--- src/rtl/core/neighbor_table_with_eviction_macros.svh ---
// assertion macros shared by the neighbor table rtl
// expects clk and rst_n in the scope of each use
`ifndef NEIGHBOR_TABLE_WITH_EVICTION_MACROS_SVH
`define NEIGHBOR_TABLE_WITH_EVICTION_MACROS_SVH

// condition holds at every edge out of reset
`define NTE_ASSERT_ALWAYS(lbl, cond, msg) \
  lbl: assert property (@(posedge clk) disable iff (!rst_n) (cond)) else $error(msg);

// same-cycle implication
`define NTE_ASSERT_IMPLY(lbl, ante, cons, msg) \
  lbl: assert property (@(posedge clk) disable iff (!rst_n) (ante) |-> (cons)) \
    else $error(msg);

// next-cycle implication
`define NTE_ASSERT_NEXT(lbl, ante, cons, msg) \
  lbl: assert property (@(posedge clk) disable iff (!rst_n) (ante) |=> (cons)) \
    else $error(msg);

`endif

--- src/rtl/core/nte_pkg.sv ---
// types, codes and constants of the neighbor table
// no dependencies
`timescale 1ns / 1ps

package nte_pkg;

  localparam int MAX_ENTRIES_DFLT = 16;
  localparam int READ_CAP         = 16;

  localparam int ID_W     = 16;
  localparam int LEVEL_W  = 8;
  localparam int RSSI_W   = 12;
  localparam int LIMIT_W  = 5;
  localparam int CFG_W    = 12;
  localparam int CFG_IDX_W = 2;

  // configuration register indexes
  localparam logic [CFG_IDX_W-1:0] CFG_RSSI_THRESHOLD = 2'd0;
  localparam logic [CFG_IDX_W-1:0] CFG_TABLE_LIMIT    = 2'd1;
  localparam logic [CFG_IDX_W-1:0] CFG_SIGNAL_MODE    = 2'd2;
  localparam logic [CFG_IDX_W-1:0] CFG_PARENTS_WANTED = 2'd3;

  // configuration reset values
  localparam logic signed [RSSI_W-1:0] RSSI_THRESHOLD_RST = '0;
  localparam logic [LIMIT_W-1:0]       TABLE_LIMIT_RST    = 5'd16;
  localparam logic                     SIGNAL_MODE_RST    = 1'b0;
  localparam logic [LIMIT_W-1:0]       PARENTS_WANTED_RST = 5'd1;

  typedef enum logic [1:0] {
    MODE_STORE,
    MODE_CLEAR,
    MODE_READ,
    MODE_NONE
  } nte_mode_t;

  typedef enum logic [2:0] {
    ST_INSERTED,
    ST_UPDATED,
    ST_REPLACED,
    ST_REFUSED,
    ST_BELOW_THRESHOLD,
    ST_CLEARED,
    ST_ENTRY,
    ST_EMPTY
  } nte_status_t;

  typedef struct packed {
    nte_mode_t                 mode;
    logic [ID_W-1:0]           neighbor_id;
    logic [ID_W-1:0]           neighbor_sink;
    logic [LEVEL_W-1:0]        neighbor_level;
    logic signed [RSSI_W-1:0]  neighbor_rssi;
  } nte_in_t;

  typedef struct packed {
    nte_status_t               status;
    logic [ID_W-1:0]           entry_id;
    logic [ID_W-1:0]           entry_sink;
    logic [LEVEL_W-1:0]        entry_level;
    logic signed [RSSI_W-1:0]  entry_rssi;
    logic                      last;
  } nte_out_t;

  // one table entry, 52 bits
  typedef struct packed {
    logic [ID_W-1:0]           id;
    logic [ID_W-1:0]           sink;
    logic [LEVEL_W-1:0]        level;
    logic signed [RSSI_W-1:0]  rssi;
  } nte_entry_t;

  // single result that carries only a status
  function automatic nte_out_t nte_status_result(nte_status_t st);
    nte_out_t r;
    r        = '0;
    r.status = st;
    r.last   = 1'b1;
    return r;
  endfunction

endpackage

--- src/rtl/core/nte_entry_ram.sv ---
// entry store of the neighbor table: one write port, one registered read port
// depends on nte_pkg
`timescale 1ns / 1ps

module nte_entry_ram #(
  parameter int DEPTH = nte_pkg::MAX_ENTRIES_DFLT,
  localparam int AW   = (DEPTH > 1) ? $clog2(DEPTH) : 1
) (
  input  logic                clk,
  input  logic                wr_en,
  input  logic [AW-1:0]       wr_addr,
  input  nte_pkg::nte_entry_t wr_data,
  input  logic [AW-1:0]       rd_addr,
  output nte_pkg::nte_entry_t rd_data
);

  nte_pkg::nte_entry_t mem [DEPTH];

  always_ff @(posedge clk) begin
    if (wr_en) begin
      mem[wr_addr] <= wr_data;
    end
  end

  always_ff @(posedge clk) begin
    rd_data <= mem[rd_addr];
  end

endmodule

--- src/rtl/core/neighbor_table_with_eviction.sv ---
// neighbor table with eviction: top level, sequencer and result register
// depends on nte_pkg, nte_entry_ram and neighbor_table_with_eviction_macros.svh
`timescale 1ns / 1ps
//
//  channel | ports                              | payload
//  --------+------------------------------------+-----------------------------
//  input   | in_valid  in_ready  in_data        | nte_pkg::nte_in_t
//  result  | out_valid out_ready out_data       | nte_pkg::nte_out_t
//  config  | cfg_wr_en cfg_index cfg_wdata      | 12 bit data, write only
//
//  one transaction at a time; a single compare unit walks the entry ram
//  store: a scan over the valid entries, plus a compaction pass after the victim on replace,
//    bounded by the one-read-per-cycle port of the entry ram
//  clear, unused mode and a store under the threshold finish in the accept cycle
//  read: S_RD_ADDR then S_RD_EMIT per emitted entry, plus any out_ready stall
//  synchronous active-low reset clears control and config; the entry ram is
//    not cleared, entries at or above the count are never read

module neighbor_table_with_eviction #(
  parameter int MAX_ENTRIES = nte_pkg::MAX_ENTRIES_DFLT
) (
  input  logic                                  clk,
  input  logic                                  rst_n,
  // input channel
  input  logic                                  in_valid,
  output logic                                  in_ready,
  input  nte_pkg::nte_in_t                      in_data,
  // result channel
  output logic                                  out_valid,
  input  logic                                  out_ready,
  output nte_pkg::nte_out_t                     out_data,
  // configuration
  input  logic                                  cfg_wr_en,
  input  logic [nte_pkg::CFG_IDX_W-1:0]         cfg_index,
  input  logic [nte_pkg::CFG_W-1:0]             cfg_wdata
);

`include "neighbor_table_with_eviction_macros.svh"

  localparam int IDX_W = (MAX_ENTRIES > 1) ? $clog2(MAX_ENTRIES) : 1;
  localparam int CNT_W = $clog2(MAX_ENTRIES + 1);
  // common width for count versus limit and read-size compares
  localparam int CMP_W = (CNT_W > nte_pkg::LIMIT_W) ? CNT_W : nte_pkg::LIMIT_W;

  typedef enum logic [2:0] {
    S_IDLE,
    S_SCAN,
    S_DECIDE,
    S_SHIFT,
    S_EMIT,
    S_RD_ADDR,
    S_RD_EMIT
  } state_t;

  // sequencer state
  state_t                          state_r, state_nxt;
  nte_pkg::nte_in_t                item_r, item_nxt;
  logic [CNT_W-1:0]                count_r, count_nxt;
  logic [CNT_W-1:0]                iss_idx_r, iss_idx_nxt;   // next ram address
  logic                            pipe_vld_r, pipe_vld_nxt; // ram data valid
  logic [IDX_W-1:0]                pipe_idx_r, pipe_idx_nxt; // address of ram data
  logic                            found_r, found_nxt;
  logic [IDX_W-1:0]                match_idx_r, match_idx_nxt;
  logic [IDX_W-1:0]                vic_idx_r, vic_idx_nxt;
  logic [nte_pkg::LEVEL_W-1:0]     vic_level_r, vic_level_nxt;
  logic signed [nte_pkg::RSSI_W-1:0] vic_rssi_r, vic_rssi_nxt;
  nte_pkg::nte_status_t            status_r, status_nxt;
  logic [CNT_W-1:0]                rd_want_r, rd_want_nxt;

  // configuration
  logic signed [nte_pkg::RSSI_W-1:0] thr_r, thr_nxt;
  logic [nte_pkg::LIMIT_W-1:0]     limit_r, limit_nxt;
  logic                            sq_mode_r, sq_mode_nxt;
  logic [nte_pkg::LIMIT_W-1:0]     pw_r, pw_nxt;

  // result register
  logic                            out_valid_r, out_valid_nxt;
  nte_pkg::nte_out_t               out_data_r, out_data_nxt;

  // entry ram
  logic                            mem_we;
  logic [IDX_W-1:0]                mem_waddr;
  nte_pkg::nte_entry_t             mem_wdata;
  nte_pkg::nte_entry_t             mem_rdata;
  nte_pkg::nte_entry_t             new_entry;

  logic                            out_free;
  logic                            in_fire;
  logic                            below_thr;
  logic [nte_pkg::LIMIT_W-1:0]     pw_eff;
  logic [CMP_W-1:0]                want_a;
  logic [CMP_W-1:0]                want_b;
  logic                            has_room;
  logic                            better;
  logic                            refuse;
  logic                            rd_last;

  assign out_free  = !out_valid_r || out_ready;
  assign in_ready  = (state_r == S_IDLE) && out_free;
  assign in_fire   = in_valid && in_ready;
  assign out_valid = out_valid_r;
  assign out_data  = out_data_r;

  assign new_entry = '{id:    item_r.neighbor_id,
                       sink:  item_r.neighbor_sink,
                       level: item_r.neighbor_level,
                       rssi:  item_r.neighbor_rssi};

  // threshold of zero turns the check off
  assign below_thr = (thr_r != '0) &&
                     ($signed(in_data.neighbor_rssi) < $signed(thr_r));

  // read size: min(max(parents_wanted, 1), count, read cap)
  assign pw_eff  = (pw_r == '0) ? nte_pkg::LIMIT_W'(1) : pw_r;
  assign want_a  = (CMP_W'(pw_eff) < CMP_W'(count_r)) ? CMP_W'(pw_eff) : CMP_W'(count_r);
  assign want_b  = (want_a > CMP_W'(nte_pkg::READ_CAP)) ? CMP_W'(nte_pkg::READ_CAP) : want_a;

  // room for an append: below the limit and below the ram depth
  assign has_room = (CMP_W'(count_r) < CMP_W'(limit_r)) &&
                    (count_r != CNT_W'(MAX_ENTRIES));

  // shared compare unit: does the entry from the ram beat the current victim
  always_comb begin
    if (!sq_mode_r) begin
      better = (mem_rdata.level > vic_level_r) ||
               ((mem_rdata.level == vic_level_r) &&
                ($signed(mem_rdata.rssi) < $signed(vic_rssi_r)));
    end else begin
      better = ($signed(mem_rdata.rssi) < $signed(vic_rssi_r)) ||
               (($signed(mem_rdata.rssi) == $signed(vic_rssi_r)) &&
                (mem_rdata.level > vic_level_r));
    end
  end

  // newcomer must be at least as good as the victim
  assign refuse = sq_mode_r ? ($signed(item_r.neighbor_rssi) < $signed(vic_rssi_r))
                            : (item_r.neighbor_level > vic_level_r);

  assign rd_last = (CNT_W'(iss_idx_r + 1'b1) == rd_want_r);

  nte_entry_ram #(
    .DEPTH (MAX_ENTRIES)
  ) u_ram (
    .clk     (clk),
    .wr_en   (mem_we),
    .wr_addr (mem_waddr),
    .wr_data (mem_wdata),
    .rd_addr (iss_idx_r[IDX_W-1:0]),
    .rd_data (mem_rdata)
  );

  always_comb begin
    state_nxt     = state_r;
    item_nxt      = item_r;
    count_nxt     = count_r;
    iss_idx_nxt   = iss_idx_r;
    pipe_vld_nxt  = pipe_vld_r;
    pipe_idx_nxt  = pipe_idx_r;
    found_nxt     = found_r;
    match_idx_nxt = match_idx_r;
    vic_idx_nxt   = vic_idx_r;
    vic_level_nxt = vic_level_r;
    vic_rssi_nxt  = vic_rssi_r;
    status_nxt    = status_r;
    rd_want_nxt   = rd_want_r;
    thr_nxt       = thr_r;
    limit_nxt     = limit_r;
    sq_mode_nxt   = sq_mode_r;
    pw_nxt        = pw_r;
    out_valid_nxt = out_valid_r && !out_ready;
    out_data_nxt  = out_data_r;
    mem_we        = 1'b0;
    mem_waddr     = count_r[IDX_W-1:0];
    mem_wdata     = new_entry;

    // configuration writes; the user must write only while idle, the block itself does not enforce it
    if (cfg_wr_en) begin
      case (cfg_index)
        nte_pkg::CFG_RSSI_THRESHOLD: thr_nxt     = $signed(cfg_wdata[nte_pkg::RSSI_W-1:0]);
        nte_pkg::CFG_TABLE_LIMIT:    limit_nxt   = cfg_wdata[nte_pkg::LIMIT_W-1:0];
        nte_pkg::CFG_SIGNAL_MODE:    sq_mode_nxt = cfg_wdata[0];
        nte_pkg::CFG_PARENTS_WANTED: pw_nxt      = cfg_wdata[nte_pkg::LIMIT_W-1:0];
        default: ;
      endcase
    end

    case (state_r)
      S_IDLE: begin
        if (in_fire) begin
          item_nxt = in_data;
          case (in_data.mode)
            nte_pkg::MODE_STORE: begin
              if (below_thr) begin
                out_valid_nxt = 1'b1;
                out_data_nxt  = nte_pkg::nte_status_result(nte_pkg::ST_BELOW_THRESHOLD);
              end else begin
                // one pass finds the last id match and the victim together
                iss_idx_nxt  = '0;
                pipe_vld_nxt = 1'b0;
                found_nxt    = 1'b0;
                state_nxt    = S_SCAN;
              end
            end
            nte_pkg::MODE_CLEAR: begin
              count_nxt     = '0;
              out_valid_nxt = 1'b1;
              out_data_nxt  = nte_pkg::nte_status_result(nte_pkg::ST_CLEARED);
            end
            nte_pkg::MODE_READ: begin
              if (want_b == '0) begin
                out_valid_nxt = 1'b1;
                out_data_nxt  = nte_pkg::nte_status_result(nte_pkg::ST_EMPTY);
              end else begin
                iss_idx_nxt = '0;
                rd_want_nxt = CNT_W'(want_b);
                state_nxt   = S_RD_ADDR;
              end
            end
            default: ;  // unused mode: no result, no change
          endcase
        end
      end

      S_SCAN: begin
        // issue side
        if (iss_idx_r < count_r) begin
          pipe_vld_nxt = 1'b1;
          pipe_idx_nxt = iss_idx_r[IDX_W-1:0];
          iss_idx_nxt  = iss_idx_r + 1'b1;
        end else begin
          pipe_vld_nxt = 1'b0;
        end
        // compare side
        if (pipe_vld_r) begin
          if (mem_rdata.id == item_r.neighbor_id) begin
            found_nxt     = 1'b1;
            match_idx_nxt = pipe_idx_r;
          end
          // first entry seeds the victim, later ones must beat it
          if ((pipe_idx_r == '0) || better) begin
            vic_idx_nxt   = pipe_idx_r;
            vic_level_nxt = mem_rdata.level;
            vic_rssi_nxt  = mem_rdata.rssi;
          end
        end
        if ((iss_idx_r == count_r) && !pipe_vld_r) begin
          state_nxt = S_DECIDE;
        end
      end

      S_DECIDE: begin
        state_nxt = S_EMIT;
        if (found_r) begin
          mem_we     = 1'b1;
          mem_waddr  = match_idx_r;
          status_nxt = nte_pkg::ST_UPDATED;
        end else if (has_room) begin
          mem_we     = 1'b1;
          mem_waddr  = count_r[IDX_W-1:0];
          count_nxt  = count_r + 1'b1;
          status_nxt = nte_pkg::ST_INSERTED;
        end else if ((count_r == '0) || refuse) begin
          status_nxt = nte_pkg::ST_REFUSED;
        end else begin
          // compact from the victim on, then append at the tail
          iss_idx_nxt  = CNT_W'(vic_idx_r) + 1'b1;
          pipe_vld_nxt = 1'b0;
          status_nxt   = nte_pkg::ST_REPLACED;
          state_nxt    = S_SHIFT;
        end
      end

      S_SHIFT: begin
        if (iss_idx_r < count_r) begin
          pipe_vld_nxt = 1'b1;
          pipe_idx_nxt = iss_idx_r[IDX_W-1:0];
          iss_idx_nxt  = iss_idx_r + 1'b1;
        end else begin
          pipe_vld_nxt = 1'b0;
        end
        if (pipe_vld_r) begin
          // move entry up one place
          mem_we    = 1'b1;
          mem_waddr = IDX_W'(pipe_idx_r - 1'b1);
          mem_wdata = mem_rdata;
        end else if (iss_idx_r == count_r) begin
          // pipe drained: new entry into the last slot
          mem_we    = 1'b1;
          mem_waddr = IDX_W'(count_r - 1'b1);
          mem_wdata = new_entry;
          state_nxt = S_EMIT;
        end
      end

      S_EMIT: begin
        if (out_free) begin
          out_valid_nxt = 1'b1;
          out_data_nxt  = nte_pkg::nte_status_result(status_r);
          state_nxt     = S_IDLE;
        end
      end

      S_RD_ADDR: begin
        // address set up, data lands next cycle
        state_nxt = S_RD_EMIT;
      end

      S_RD_EMIT: begin
        if (out_free) begin
          out_valid_nxt = 1'b1;
          out_data_nxt  = '{status:      nte_pkg::ST_ENTRY,
                            entry_id:    mem_rdata.id,
                            entry_sink:  mem_rdata.sink,
                            entry_level: mem_rdata.level,
                            entry_rssi:  mem_rdata.rssi,
                            last:        rd_last};
          if (rd_last) begin
            state_nxt = S_IDLE;
          end else begin
            iss_idx_nxt = iss_idx_r + 1'b1;
            state_nxt   = S_RD_ADDR;
          end
        end
      end

      default: state_nxt = S_IDLE;
    endcase
  end

  always_ff @(posedge clk) begin
    if (!rst_n) begin
      state_r     <= S_IDLE;
      count_r     <= '0;
      iss_idx_r   <= '0;
      pipe_vld_r  <= 1'b0;
      found_r     <= 1'b0;
      out_valid_r <= 1'b0;
      thr_r       <= nte_pkg::RSSI_THRESHOLD_RST;
      limit_r     <= nte_pkg::TABLE_LIMIT_RST;
      sq_mode_r   <= nte_pkg::SIGNAL_MODE_RST;
      pw_r        <= nte_pkg::PARENTS_WANTED_RST;
    end else begin
      state_r     <= state_nxt;
      count_r     <= count_nxt;
      iss_idx_r   <= iss_idx_nxt;
      pipe_vld_r  <= pipe_vld_nxt;
      found_r     <= found_nxt;
      out_valid_r <= out_valid_nxt;
      thr_r       <= thr_nxt;
      limit_r     <= limit_nxt;
      sq_mode_r   <= sq_mode_nxt;
      pw_r        <= pw_nxt;
    end
    item_r      <= item_nxt;
    pipe_idx_r  <= pipe_idx_nxt;
    match_idx_r <= match_idx_nxt;
    vic_idx_r   <= vic_idx_nxt;
    vic_level_r <= vic_level_nxt;
    vic_rssi_r  <= vic_rssi_nxt;
    status_r    <= status_nxt;
    rd_want_r   <= rd_want_nxt;
    out_data_r  <= out_data_nxt;
  end

  // checks
  `NTE_ASSERT_ALWAYS(a_count_max, count_r <= CNT_W'(MAX_ENTRIES), "entry count above depth")
  `NTE_ASSERT_NEXT(a_idle_quiet, state_r == S_IDLE && !in_fire, !$rose(out_valid_r),
    "result appeared without a transaction")
  `NTE_ASSERT_NEXT(a_count_step, 1'b1,
    count_r == $past(count_r) || count_r == $past(count_r) + 1'b1 || count_r == '0,
    "entry count jumped")
  `NTE_ASSERT_IMPLY(a_match_inside, state_r == S_DECIDE && found_r,
    CNT_W'(match_idx_r) < count_r, "id match outside the valid entries")
  `NTE_ASSERT_IMPLY(a_shift_src, state_r == S_SHIFT && pipe_vld_r, pipe_idx_r != '0,
    "compaction moved the head entry")

endmodule

--- config.mk ---
export PLATFORM = sky130hd
export DESIGN_NAME = neighbor_table_with_eviction
export DESIGN_NICKNAME = d
export VERILOG_FILES = /design/src/rtl/core/nte_pkg.sv /design/src/rtl/core/nte_entry_ram.sv /design/src/rtl/core/neighbor_table_with_eviction.sv
export VERILOG_INCLUDE_DIRS = /design/src /design/src/rtl/core
export SDC_FILE = /design/constraint.sdc
export NUM_CORES = 1
export LEC_CHECK = 0
export ABC_AREA = 1
export CAP_MARGIN = 0
export CORE_MARGIN = 5
export CORE_UTILIZATION = 55
export CTS_BUF_LIST = sky130_fd_sc_hd__clkbuf_4 sky130_fd_sc_hd__clkbuf_8
export DETAILED_ROUTE_END_ITERATION = 16
export DONT_BUFFER_PORTS = 1
export PLACE_DENSITY = 0.68
export RECOVER_POWER = 100
export SETUP_SLACK_MARGIN = 0.3
export SLEW_MARGIN = 40
export SYNTH_ARGS = -nofsm -noshare
export SYNTH_HDL_FRONTEND = slang
export SYNTH_HIERARCHICAL = 1
export SYNTH_SLANG_ARGS = --single-unit
export TNS_END_PERCENT = 5
--- constraint.sdc ---
create_clock -name clk -period 5.9 [get_ports clk]
set_input_delay 0.885 -clock clk [delete_from_list [all_inputs] [get_ports clk]]
set_output_delay 0.885 -clock clk [all_outputs]
set_load 0.02 [all_outputs]
# Word level (Yosys, flattened, before mapping)
# Memory sizes are Yosys's and may differ from the RTL's. A register that Yosys moved wholly into a read port is not among the register bits.
# Cells that the tools add are included.
# op_classes
n_bitwise,1
n_reduce_logical,47
add_sub_neg,5
n_eq_ne,40
n_lt_le_gt_ge,9
muxes,74
# ops
op,n
$pmux 56 s3,2
$mux 56,5
$mux 52,2
$mux 5,16
$lt 12x12->1,3
$mux 3,12
$ne 2x2->1 const B,14
$mux 1,23
$pmux 3 s7,1
$pmux 5 s2,2
$pmux 5 s4,1
$eq 16x16->1,1
$gt 8x8->1,2
$logic_not 5->1,3
$lt 5x5->1,3
$reduce_and 7->1,2
$eq 12x12->1,1
$mux 4,3
$ne 3x3->1 const B,4
$reduce_and 2->1,6
$reduce_bool 12->1,1
$reduce_and 11->1,1
$add 5x1->5 const B,2
$eq 5x5->1,2
33 further kinds,64
# word_totals
ram_bits,832
out_inout_bits,58
inputBits,73
memories,1
ff_bits,187
elab_cells,205
# mem_list
name,words,word_bits,rd,rd_ports_with_merged_regs,write_ports,line,source
u_ram.mem,16,52,1,1,1,nte_entry_ram.sv:17,nte_pkg::nte_entry_t mem [DEPTH];

# Logic depth before layout (Yosys ltp)
# Gate-level depths: netlist of the first run.
# depth
ltp_word,11
depth_mapped,18
ltp_nobuf,18

# Modules after synthesis
# Netlist of the first run, hierarchy kept.
# by_module_without_submodules
mod,n_inst,area_each_um2,seq_area_each_um2,cells_each
nte_entry_ram,1,36511.3,26025.0,3426
neighbor_table_with_eviction,1,9880.7,5195.0,1050

# Least setup slack after synthesis of the first run
# No wires, ideal clock.
# synth_path
kind,in2reg
startpoint,input out_ready
endpoint,"register out_data_r, in the netlist out_data[0], enable pin"
path_buffers,0
t_required_ns,5.397
slack_ns,0.628
setup_time_ns,0.503
path_stages,8
arrival_time_ns,4.768
cell_sequence,nor2_1 nor2_8 nand2_4 inv_4 nor2_4 inv_6 o2111ai_1 a31oi_1
# synth_between
elab_chain_cells,5
word_cells_on_any_way,7
cone_classes,eq/ne: 3; reduce/logical: 4
# synth_lines
element,line,source
start: declaration,neighbor_table_with_eviction.sv:30,"input logic out_ready,"
$logic_or 1x1->1,neighbor_table_with_eviction.sv:98,assign out_free = !out_valid_r || out_ready;
$logic_and 1x1->1,neighbor_table_with_eviction.sv:99,assign in_ready = (state_r == S_IDLE) && out_free;
named net in_ready,neighbor_table_with_eviction.sv:26,"output logic in_ready,"
$logic_and 1x1->1,neighbor_table_with_eviction.sv:100,assign in_fire = in_valid && in_ready;
$ne 2x2->1 (no source line),--,
$reduce_and 7->1 (no source line),--,
end signal: assignment,neighbor_table_with_eviction.sv:362,out_data_r <= out_data_nxt;
end: declaration,neighbor_table_with_eviction.sv:78,"nte_pkg::nte_out_t out_data_r, out_data_nxt;"
# The timed path passes the listed nets, and every way through them passes these cells.
# A chain may end at the register's enable or synchronous reset.

# Final worst setup path of the first run
# layout_path
startpoint,register state_r[1]
endpoint,"memory u_ram/mem[1][33] (netlist bit), enable pin"
# layout_between
elab_chain_cells,4
word_cells_on_any_way,6
cone_classes,eq/ne: 2; mux: 4
# layout_lines
element,line,source
start: declaration,neighbor_table_with_eviction.sv:56,"state_t state_r, state_nxt;"
start signal: assignment,neighbor_table_with_eviction.sv:343,state_r <= state_nxt;
$eq 3x2->1,neighbor_table_with_eviction.sv:187,case (state_r)
$pmux 1 s2 *,neighbor_table_with_eviction.sv:187,
named net mem_we,neighbor_table_with_eviction.sv:81,logic mem_we;
$mux 1 *,nte_entry_ram.sv:20,if (wr_en) begin
$mux 1 (not written as such) *,nte_entry_ram.sv:21,mem[wr_addr] <= wr_data;
end: declaration,nte_entry_ram.sv:17,
# Mark *: on every way through the listed nets, which the timed path passes. The rest lies on a longest branch.

==> run summary, run 1 <==
The power density normalized to cell area came out at 463.1 nW/µm². Grouping stages by cell kind, the critical path spends the most delay in simple AND/OR/NAND/NOR gates. The checks that failed: max-capacitance violations, max-slew violations. The async set or reset register ratio after synthesis is 0%, and the total DRC errors in the routed layout is 0.

Final count of hold timing violations: 0. Across the VDD grid, the largest voltage drop is 0.0003199 V. The total of warnings raised by yosys came out at 6. TritonCTS built the clock tree. On the worst path, the slowest cell contributes a delay of 1.06 ns. The tools report the clock root buffer as sky130_fd_sc_hd__clkbuf_8. The logs give 24.25% for the overall track demand over capacity in global routing and 29.3% for the share of total power in combinational logic. The worst hold path begins at in_data[41]. The total of endpoints with negative setup slack in the final report is 0. Once the floorplan was initialized, standard cells occupied 55.43% of the core.

The kind of start point of the critical path was a flop. Before antenna repair, the detailed router went through 6 iterations. Relative to the synthesized area, the layout overhead comes to 10.19%. The capture point of the worst reg-to-reg path was u_ram/mem[1][33]$_DFFE_PP_. Including well taps, the total number of placed cells is 5489.

The number of setup buffers added after CTS came out at 0. Synthesis inferred 1070 register bits. For the largest net degree at the start of global routing, the log shows 192.

The run finished, with violations left. Summing over every cut layer, the via total after detailed routing is 30580. The number of hold buffers added after CTS was 0.

Setup total negative slack on the finished layout was measured at 0 ns. In this run, post-CTS repair resized a total of 0 instances. The run gives 29100 as the via count of the first global-routing pass. A synthesized cell averages 10.36 µm².

Along the worst path, the maximum fanout reaches 32. Setup repair after global routing left no endpoint under its margin. The count of antenna-violating nets left after detailed routing is 0. Among all stages on the critical path, the largest delay is contributed by sky130_fd_sc_hd__clkbuf_2.

The most used flip-flop cell after synthesis is sky130_fd_sc_hd__edfxtp_1. The tools report the number of antenna violations at the first check in global routing as 2. In this run the tool buffered the top-level ports with 0 buffer cells. In this run the number of H-tree levels came out at 4. The critical path is of the reg2reg type. The number of DRC violations after detailed-routing iteration 0 came out at 2969. The endpoint type of the worst setup path was a flop.

Power comes to 23.67 mW. Class of the tightest hold or removal check: in2reg. The net switching fraction of the power was 36.58%.

Measured against the total synthesized area, the mux share comes to 0%. The clock network is responsible for 27.4% of the overall power. The area of the placeable core came out at 83690 µm². The longest clock path from root to sink contains 3 buffers. The data required time of the worst path came out at 6.32 ns. Subtracting the final worst setup slack from the clock period gives 4.679 ns. The weighted congestion at the end of routability-driven global placement is 0.8920, and the top cell type's share of synthesized area is 63.37%. The I/O pin count was 131; the share of layout cells above drive strength 1 was 8.431%. The fraction of power consumed by sequential logic was 43.3%. After the flow finishes, the layout carries non-filler instances totaling 5809. The critical path goes through inv_1 > nor2_1 > clkinv_1 > nor2_1 > nand2_1 > o21ai_0 > nand2_1 > nor2_1 > clkbuf_2. The critical path's most frequent cell was sky130_fd_sc_hd__nor2_1.

The TritonCTS buffer count came out at 171. The later pin in the worst-skew pair is clocked with a latency of 0.83 ns. The tool flagged a number of max-cap violations equal to 17. The die span in y was 300.4 µm; the design internal power was 15.01 mW. The launch point of the worst reg-to-reg path is state_r[1]$_SDFFE_PN0P_.

The cell depth of the worst hold path is 0. The max-slew violation count was 560; the worst path buffer plus inverter count was 3. In this run the cell area of the synthesized design comes to 46390 µm². After Yosys synthesis, and, or, nand and nor cells account for 19.38% of the synthesized area.

Counting every net in the synthesized netlist gives 4622. Based on the critical path, the design can be clocked at up to 213.7 MHz. The fraction of the yosys area taken by sequential cells is 67.30%. Sorting the synthesized cells by area gives the leading types as sky130_fd_sc_hd__edfxtp_1 (63%), sky130_fd_sc_hd__nand2_1 (10%), sky130_fd_sc_hd__nand3_1 (7.2%), sky130_fd_sc_hd__inv_1 (6.3%), sky130_fd_sc_hd__dfxtp_1 (3.9%). The xor and xnor area share after synthesis came out at 0.3398%. Switching component of the power: 8.659 mW. The run gives 47910 µm² as the placed instance area. Once layout is done, the placed cells without fillers occupy 51120 µm². The period utilization works out to 79.31%. At the end of the flow the core is filled with cells to 61.08%. For the leftover overflow at the end of global routing, the log shows 0. The via-per-instance ratio works out to 5.263. The CTS sink count is 1070, and the worst reg-to-reg path cell count is 9. The data arrival time of the critical path is 5.10 ns, and the wire length per cell is 19.02 µm.

The worst pin sits at a relative slew slack of -123.2%. The maximum clock skew at final layout was 0.03158 ns; the wire length of the first global-routing pass was 168.6 mm. At the pin with the least slew margin, the transition time is 3.349 ns. After clock tree synthesis, the clock-pin slew on the worst setup and hold paths is 0.06 ns. The synthesized netlist devotes 2.479% of its cell area to compound gates. The endpoint of the worst hold path was item_r[41]$_DFFE_PP_.

After the last flow step, the layout net total stands at 4676. The largest total area in the synthesized netlist belongs to sky130_fd_sc_hd__edfxtp_1. The synthesized netlist devotes 1.969% of its cell area to adder and majority cells. The logs give 90260 µm² for the die area and 21.58 nW for the leakage power of the design. Counting every instance in the synthesized netlist gives 4476. The netlist uses 55 different library cells.

In this run the horizontal extent of the chip is 300.4 µm. The final layout contains routed wiring with a total length of 110.5 mm. By area, the combinational part of the netlist is dominated by simple AND/OR/NAND/NOR gates.

The synthesized design contains 979 enable-type register cells. The standard-cell row count was 106; the HPWL reported at the end of detailed placement was 63.51 mm. In this run the register-to-register setup slack is 1.22 ns.
cells by family (layout without fill, tap and decap cells):
family          Yosys count  count (layout)
simple gates           2112            2112
flops                  1070            1070
buf+inv                1000            1197
compound gates          203             203
fa+ha+maj                73              73
xor+xnor                 18              18
other cells               0               2
cell type report:
type	count	area, µm²
timing repair buffer	76	560.5
multi-input combinational	2406	11290
tap	1134	1419
inverter	805	3059
antenna	2	5.005
fill	6731	32570
clock inverter	56	396.6
sequential	1070	31230
clock buffer	260	3159
sequential cells by signal, summed over array words and instances, names as in the netlist, 8 cells and up:
signal and count:
out_data 56, vic_rssi_r 12, u_ram/rd_data 52, item_r 52, vic_level_r 8, thr_r 12, u_ram/mem 832
through the flow:
stage / hold slack (ns) / setup WS (ns)
global placement: 0.4214 / 1.753
finish: 0.1464 / 1.221
detailed placement: 0.4387 / 2.110
CTS: 0.06647 / 2.100
global route: 0.08065 / 0.9422
floorplan: 0.4082 / 0.6282
cells in the final DEF, fill, tap and decap left out, types with 5 or more instances in the layout:
master / instances
sky130_fd_sc_hd__ha_1: 73
sky130_fd_sc_hd__o22ai_1: 5
sky130_fd_sc_hd__buf_12: 9
sky130_fd_sc_hd__nor4_1: 5
sky130_fd_sc_hd__edfxtp_1: 979
sky130_fd_sc_hd__clkbuf_1: 37
sky130_fd_sc_hd__clkbuf_8: 194
sky130_fd_sc_hd__xor2_1: 7
sky130_fd_sc_hd__xnor2_1: 11
sky130_fd_sc_hd__o21ai_0: 79
sky130_fd_sc_hd__o21ai_2: 18
sky130_fd_sc_hd__nand2_1: 1264
sky130_fd_sc_hd__clkbuf_4: 67
sky130_fd_sc_hd__o211ai_1: 5
sky130_fd_sc_hd__buf_4: 14
sky130_fd_sc_hd__a21oi_1: 70
sky130_fd_sc_hd__nor2_1: 126
sky130_fd_sc_hd__clkinv_2: 13
sky130_fd_sc_hd__nor3_1: 9
sky130_fd_sc_hd__nand3_1: 666
sky130_fd_sc_hd__clkbuf_2: 10
sky130_fd_sc_hd__dfxtp_1: 88
sky130_fd_sc_hd__clkinv_1: 29
sky130_fd_sc_hd__inv_1: 792
sky130_fd_sc_hd__clkinvlp_4: 5
sky130_fd_sc_hd__nand4_1: 9
sky130_fd_sc_hd__nor2_4: 18
sky130_fd_sc_hd__inv_6: 5
cells in the mapped netlist, types with 22 or more instances:
cell type	n
sky130_fd_sc_hd__buf_1	22
sky130_fd_sc_hd__edfxtp_1	979
sky130_fd_sc_hd__nand3_1	666
sky130_fd_sc_hd__o21ai_1	22
sky130_fd_sc_hd__nand2_1	1262
sky130_fd_sc_hd__nor2_1	129
sky130_fd_sc_hd__a21oi_1	69
sky130_fd_sc_hd__clkbuf_1	54
sky130_fd_sc_hd__o21ai_0	74
sky130_fd_sc_hd__ha_1	73
sky130_fd_sc_hd__dfxtp_1	91
sky130_fd_sc_hd__buf_2	107
sky130_fd_sc_hd__inv_1	784
worst max path at each step:
stage	start	end	slack [ns]	cells after the start
2_1_floorplan	out_ready	out_data[0]$_DFFE_PP_	0.63	8
3_3_place_gp	iss_idx_r[3]$_SDFFE_PN0P_	u_ram/mem[13][50]$_DFFE_PP_	1.75	13
3_5_place_dp	iss_idx_r[3]$_SDFFE_PN0P_	u_ram/mem[7][45]$_DFFE_PP_	2.11	13
4_1_cts	iss_idx_r[3]$_SDFFE_PN0P_	u_ram/mem[7][26]$_DFFE_PP_	2.10	13
5_1_grt	state_r[1]$_SDFFE_PN0P_	u_ram/mem[1][31]$_DFFE_PP_	0.94	9
6_report	state_r[1]$_SDFFE_PN0P_	u_ram/mem[1][33]$_DFFE_PP_	1.22	9
routing by layer:
metal  GRT usage (%)  share of wire (%)
met3           4.722                7.5
met2           39.63                 48
met5               0                  0
met1           33.01                 42
met4           8.196                2.6
power groups by stage:
| stage | Combinational, mW | Sequential, mW | Clock, mW |
|---|---|---|---|
| final | 6.94 | 10.2 | 6.49 |
| after global routing | 7.73 | 10.3 | 6.98 |
| after CTS | 7.08 | 10.2 | 6.61 |
| after floorplan | 4.99 | 10.1 | 0 |
| after detailed placement | 7.05 | 10.4 | 0 |
| after global placement | 6.85 | 10.4 | 0 |
(Power assumes the default switching activity.)
==> run 2, diff against run 1 <==
PLACE_DENSITY = 0.71   (was 0.68)
clock period = 4 ns   (was 5.9 ns; I/O delays follow)
==> run 2 against run 1 <==
Compared with the run above: the flow still finishes with violations (max-capacitance violations, max-slew violations); sequential share of layout area shrank 0.83 points; via count grew 1.8%; count of clock-buffer cells in the layout grew 2; first-iteration DRC count grew 14%; global-route usage is essentially flat; maximum frequency grew 29%; non-clock buffer count grew 85; register-to-register slack lost 0.84 ns; critical endpoint is now u_ram/rd_data[11]$_DFF_P_; highest routed layer unchanged.
==> run summary, run 2 (synthesized netlist as in run 1, its figures left out) <==
The flow ran to the end, but the final reports show violations. The final reports fail on max-capacitance violations, max-slew violations. The run gives 21.94 nW (+1.7%) as the leakage power of the design. The commonest non-fill, non-tap cell in the layout was sky130_fd_sc_hd__nand2_1. The tools report the largest net degree at the start of global routing as 170 (-11%).

In the layout the commonest cells are sky130_fd_sc_hd__nand2_1 (1266), sky130_fd_sc_hd__edfxtp_1 (979), sky130_fd_sc_hd__inv_1 (790). The tightest slew margin relative to the limit was -30.56% (+93 points); the leftover overflow at the end of global routing was 0 (unchanged). The tools report the final net count as 4761 (+1.8%). The critical path goes through buf_12 > buf_6 > inv_8 > clkbuf_4 > nand2_1 > nand3_1 > nand3_1 > nand3_1 > nand2_1. Largest vdd supply drop: 0.0004404 V (+38%).

Number of setup buffers added after CTS: 0 (unchanged). The initial standard-cell utilization of the core was 55.43% (unchanged); the number of DRC violations after detailed-routing iteration 0 was 3393 (+14%). The number of iterations in the first detailed-routing pass came out at 6 (unchanged). Setup repair after global routing could not meet its margin everywhere.

Clock root buffer: sky130_fd_sc_hd__clkbuf_8. The wire length of the first global-routing pass came out at 169.9 mm (+0.76%). The clock latency on the worst-skew pair was 0.83 ns (about the same); the peak per-stage delay on the critical path was 1.34 ns (+0.28 ns). The run gives 0 (unchanged) as the final count of hold timing violations. Kind of critical path: reg2reg. The run gives 6468 (-3.9%) as the fill cell total of the finished layout. The run gives 1070 (unchanged) as the CTS sink count. The tools report the overall power as 35.19 mW (+49%). TritonCTS buffer count: 171 (unchanged). The power density normalized to cell area was 679.1 nW/µm² (+47%); the maximum level of the CTS H-tree was 4 (unchanged). The tools report the standard-cell row count as 106 (unchanged).

The tools report the data arrival time of the critical path as 4.27 ns (-0.83 ns). The area of the placeable core came out at 83690 µm² (unchanged). The tools report the via count of the first global-routing pass as 30100 (+3.5%). The source of the critical timing path was iss_idx_r[0]$_SDFFE_PN0P_. The cell depth of the worst hold path works out to 5 (+5). The number of port buffers works out to 0 (unchanged). The total DRC errors in the routed layout came out at 0 (unchanged). Worst reg-to-reg path cell count: 9 (unchanged).

For the weighted congestion at the end of routability-driven global placement, the log shows 0.8768 (-1.7%). For the data required time of the worst path, the log shows 4.65 ns (-1.67 ns). HPWL reported at the end of detailed placement: 61.90 mm (-2.5%).

The class of the tightest hold or removal check was in2reg. For this design, the slowest cell found on the critical path is sky130_fd_sc_hd__clkbuf_4. For the I/O pin count, the log shows 131 (unchanged).

The count of antenna-violating nets left after detailed routing was 0 (unchanged). The tools report the maximum clock frequency as 276.7 MHz (+29%). In this run the most critical hold path is launched from in_data[53].

The number of antenna violations at the first check in global routing came out at 1 (-1). The share of layout cells above drive strength 1 was 8.098% (-0.33 points); the count of maximum capacitance violations was 5 (-12). The tools report the max-slew violation count as 261 (-53%). The run gives 31130 (+1.8%) as the via count. The largest fanout on the critical path was 156 (+390%).

The wire length after detailed routing came out at 110.6 mm (+0.11%). Wire length per cell: 18.78 µm (-1.3%). The flip-flop count of the largest register, all copies and words added is 832 (unchanged), and the die area is 90260 µm² (unchanged). TritonCTS built the clock tree. The clock edge transition at the registers on the reported setup and hold paths was 0.06 ns (about the same); the overall track demand over capacity in global routing was 24.22% (-0.029 points).

More flip-flops sit in one register than any other, and that register is u_ram/mem. The period utilization is 90.36% (+11 points). The die span in y is 300.4 µm (unchanged), and the minimum clock period is 3.614 ns (-1.065 ns). The worst setup path is captured at a flop. The transition time at the pin with the least slew margin was 1.958 ns (-1.390 ns). The worst-case hold slack is 0.09056 ns (-0.05581 ns), and the maximum clock path buffer count is 3 (unchanged). The startpoint identified for the worst register-to-register timing path is iss_idx_r[0]$_SDFFE_PN0P_. The via-per-instance ratio was 5.285 (+0.40%); the total of endpoints with negative setup slack in the final report was 0 (unchanged). The worst setup path is launched from a flop. In this design, the critical path's most frequently occurring cell is sky130_fd_sc_hd__nand3_1. Compared with the post-synthesis result, the final layout area differs by 11.72%. Overall die width: 300.4 µm (unchanged). For the maximum clock skew at final layout, the log shows 0.04743 ns (+0.01584 ns).
## run 2: cell types whose count changed in the layout (fill, tap and decap cells not counted), moves of 11 or more
cell	previous run	this run
sky130_fd_sc_hd__clkbuf_4	67	84
sky130_fd_sc_hd__nor2_4	18	7
sky130_fd_sc_hd__o21ai_2	18	1
sky130_fd_sc_hd__o21ai_1	4	15
sky130_fd_sc_hd__dlygate4sd3_1	0	68
## run 2: path summary, 6_finish.rpt
| kind | endpoint | slack (ns) |
|---|---|---|
| setup / recovery | u_ram/rd_data[11]$_DFF_P_ | 0.39 |
| hold / removal | out_valid$_SDFF_PN0_ | 0.09 |
| setup reg to reg | u_ram/rd_data[11]$_DFF_P_ | 0.39 |
| hold reg to reg | limit_r[3]$_SDFFE_PN0P_ | 0.46 |
## run 2: final cells by class
cell class / count / area (µm²) / share of cell area [%]
inverter: 805 / 3052 / 5.888
multi-input combinational: 2406 / 11140 / 21.49
timing repair buffer: 161 / 1388 / 2.677
sequential: 1070 / 31230 / 60.26
tap: 1134 / 1419 / 2.738
clock buffer: 262 / 3118 / 6.016
antenna: 2 / 5.005 / 0.009657
clock inverter: 50 / 478.0 / 0.9222
## run 2: what timing repair did
| item | 4_1_cts | 5_1_grt |
|---|---|---|
| gates resized for setup | 0 | 1 |
| setup endpoints to repair | 0 | 28 |
| hold endpoints to repair | 87 | 0 |
| hold buffers | 69 | 0 |
## run 2: critical path, delay by kind of cell (launching register included)
family,cells,cell delay [ns]
buf+inv,4,2.04
flops,1,0.35
simple gates,5,0.70
## run 2: layer usage
metal,wire length [µm],up-vias,global-route usage [%]
li1,-,14900,-
met1,46420,14780,33.30
met2,53110,1252,39.89
met3,8187,201,3.828
met4,2912,0,8.185
met5,0,-,0
## run 2: metrics by stage
stage	area, µm²	TNS [ns]	util, %	worst slack (ns)	instances
CTS	52360	0	62.56	0.6134	5887
global route	51820	0	61.93	0.1473	5889
global placement	48000	0	57.36	0.6393	5506
detailed placement	48070	0	57.44	0.6719	5506
finish	51830	0	61.93	0.3857	5890
floorplan	46410	-344.37	-	-0.4507	4476
## run 2: where the power goes
| group | leakage [nW] | switching, mW | internal [mW] |
|---|---|---|---|
| sequential | 9.63 | 0.868 | 14.1 |
| combinational | 10.4 | 7.71 | 2.87 |
| clock | 1.91 | 4.32 | 5.36 |
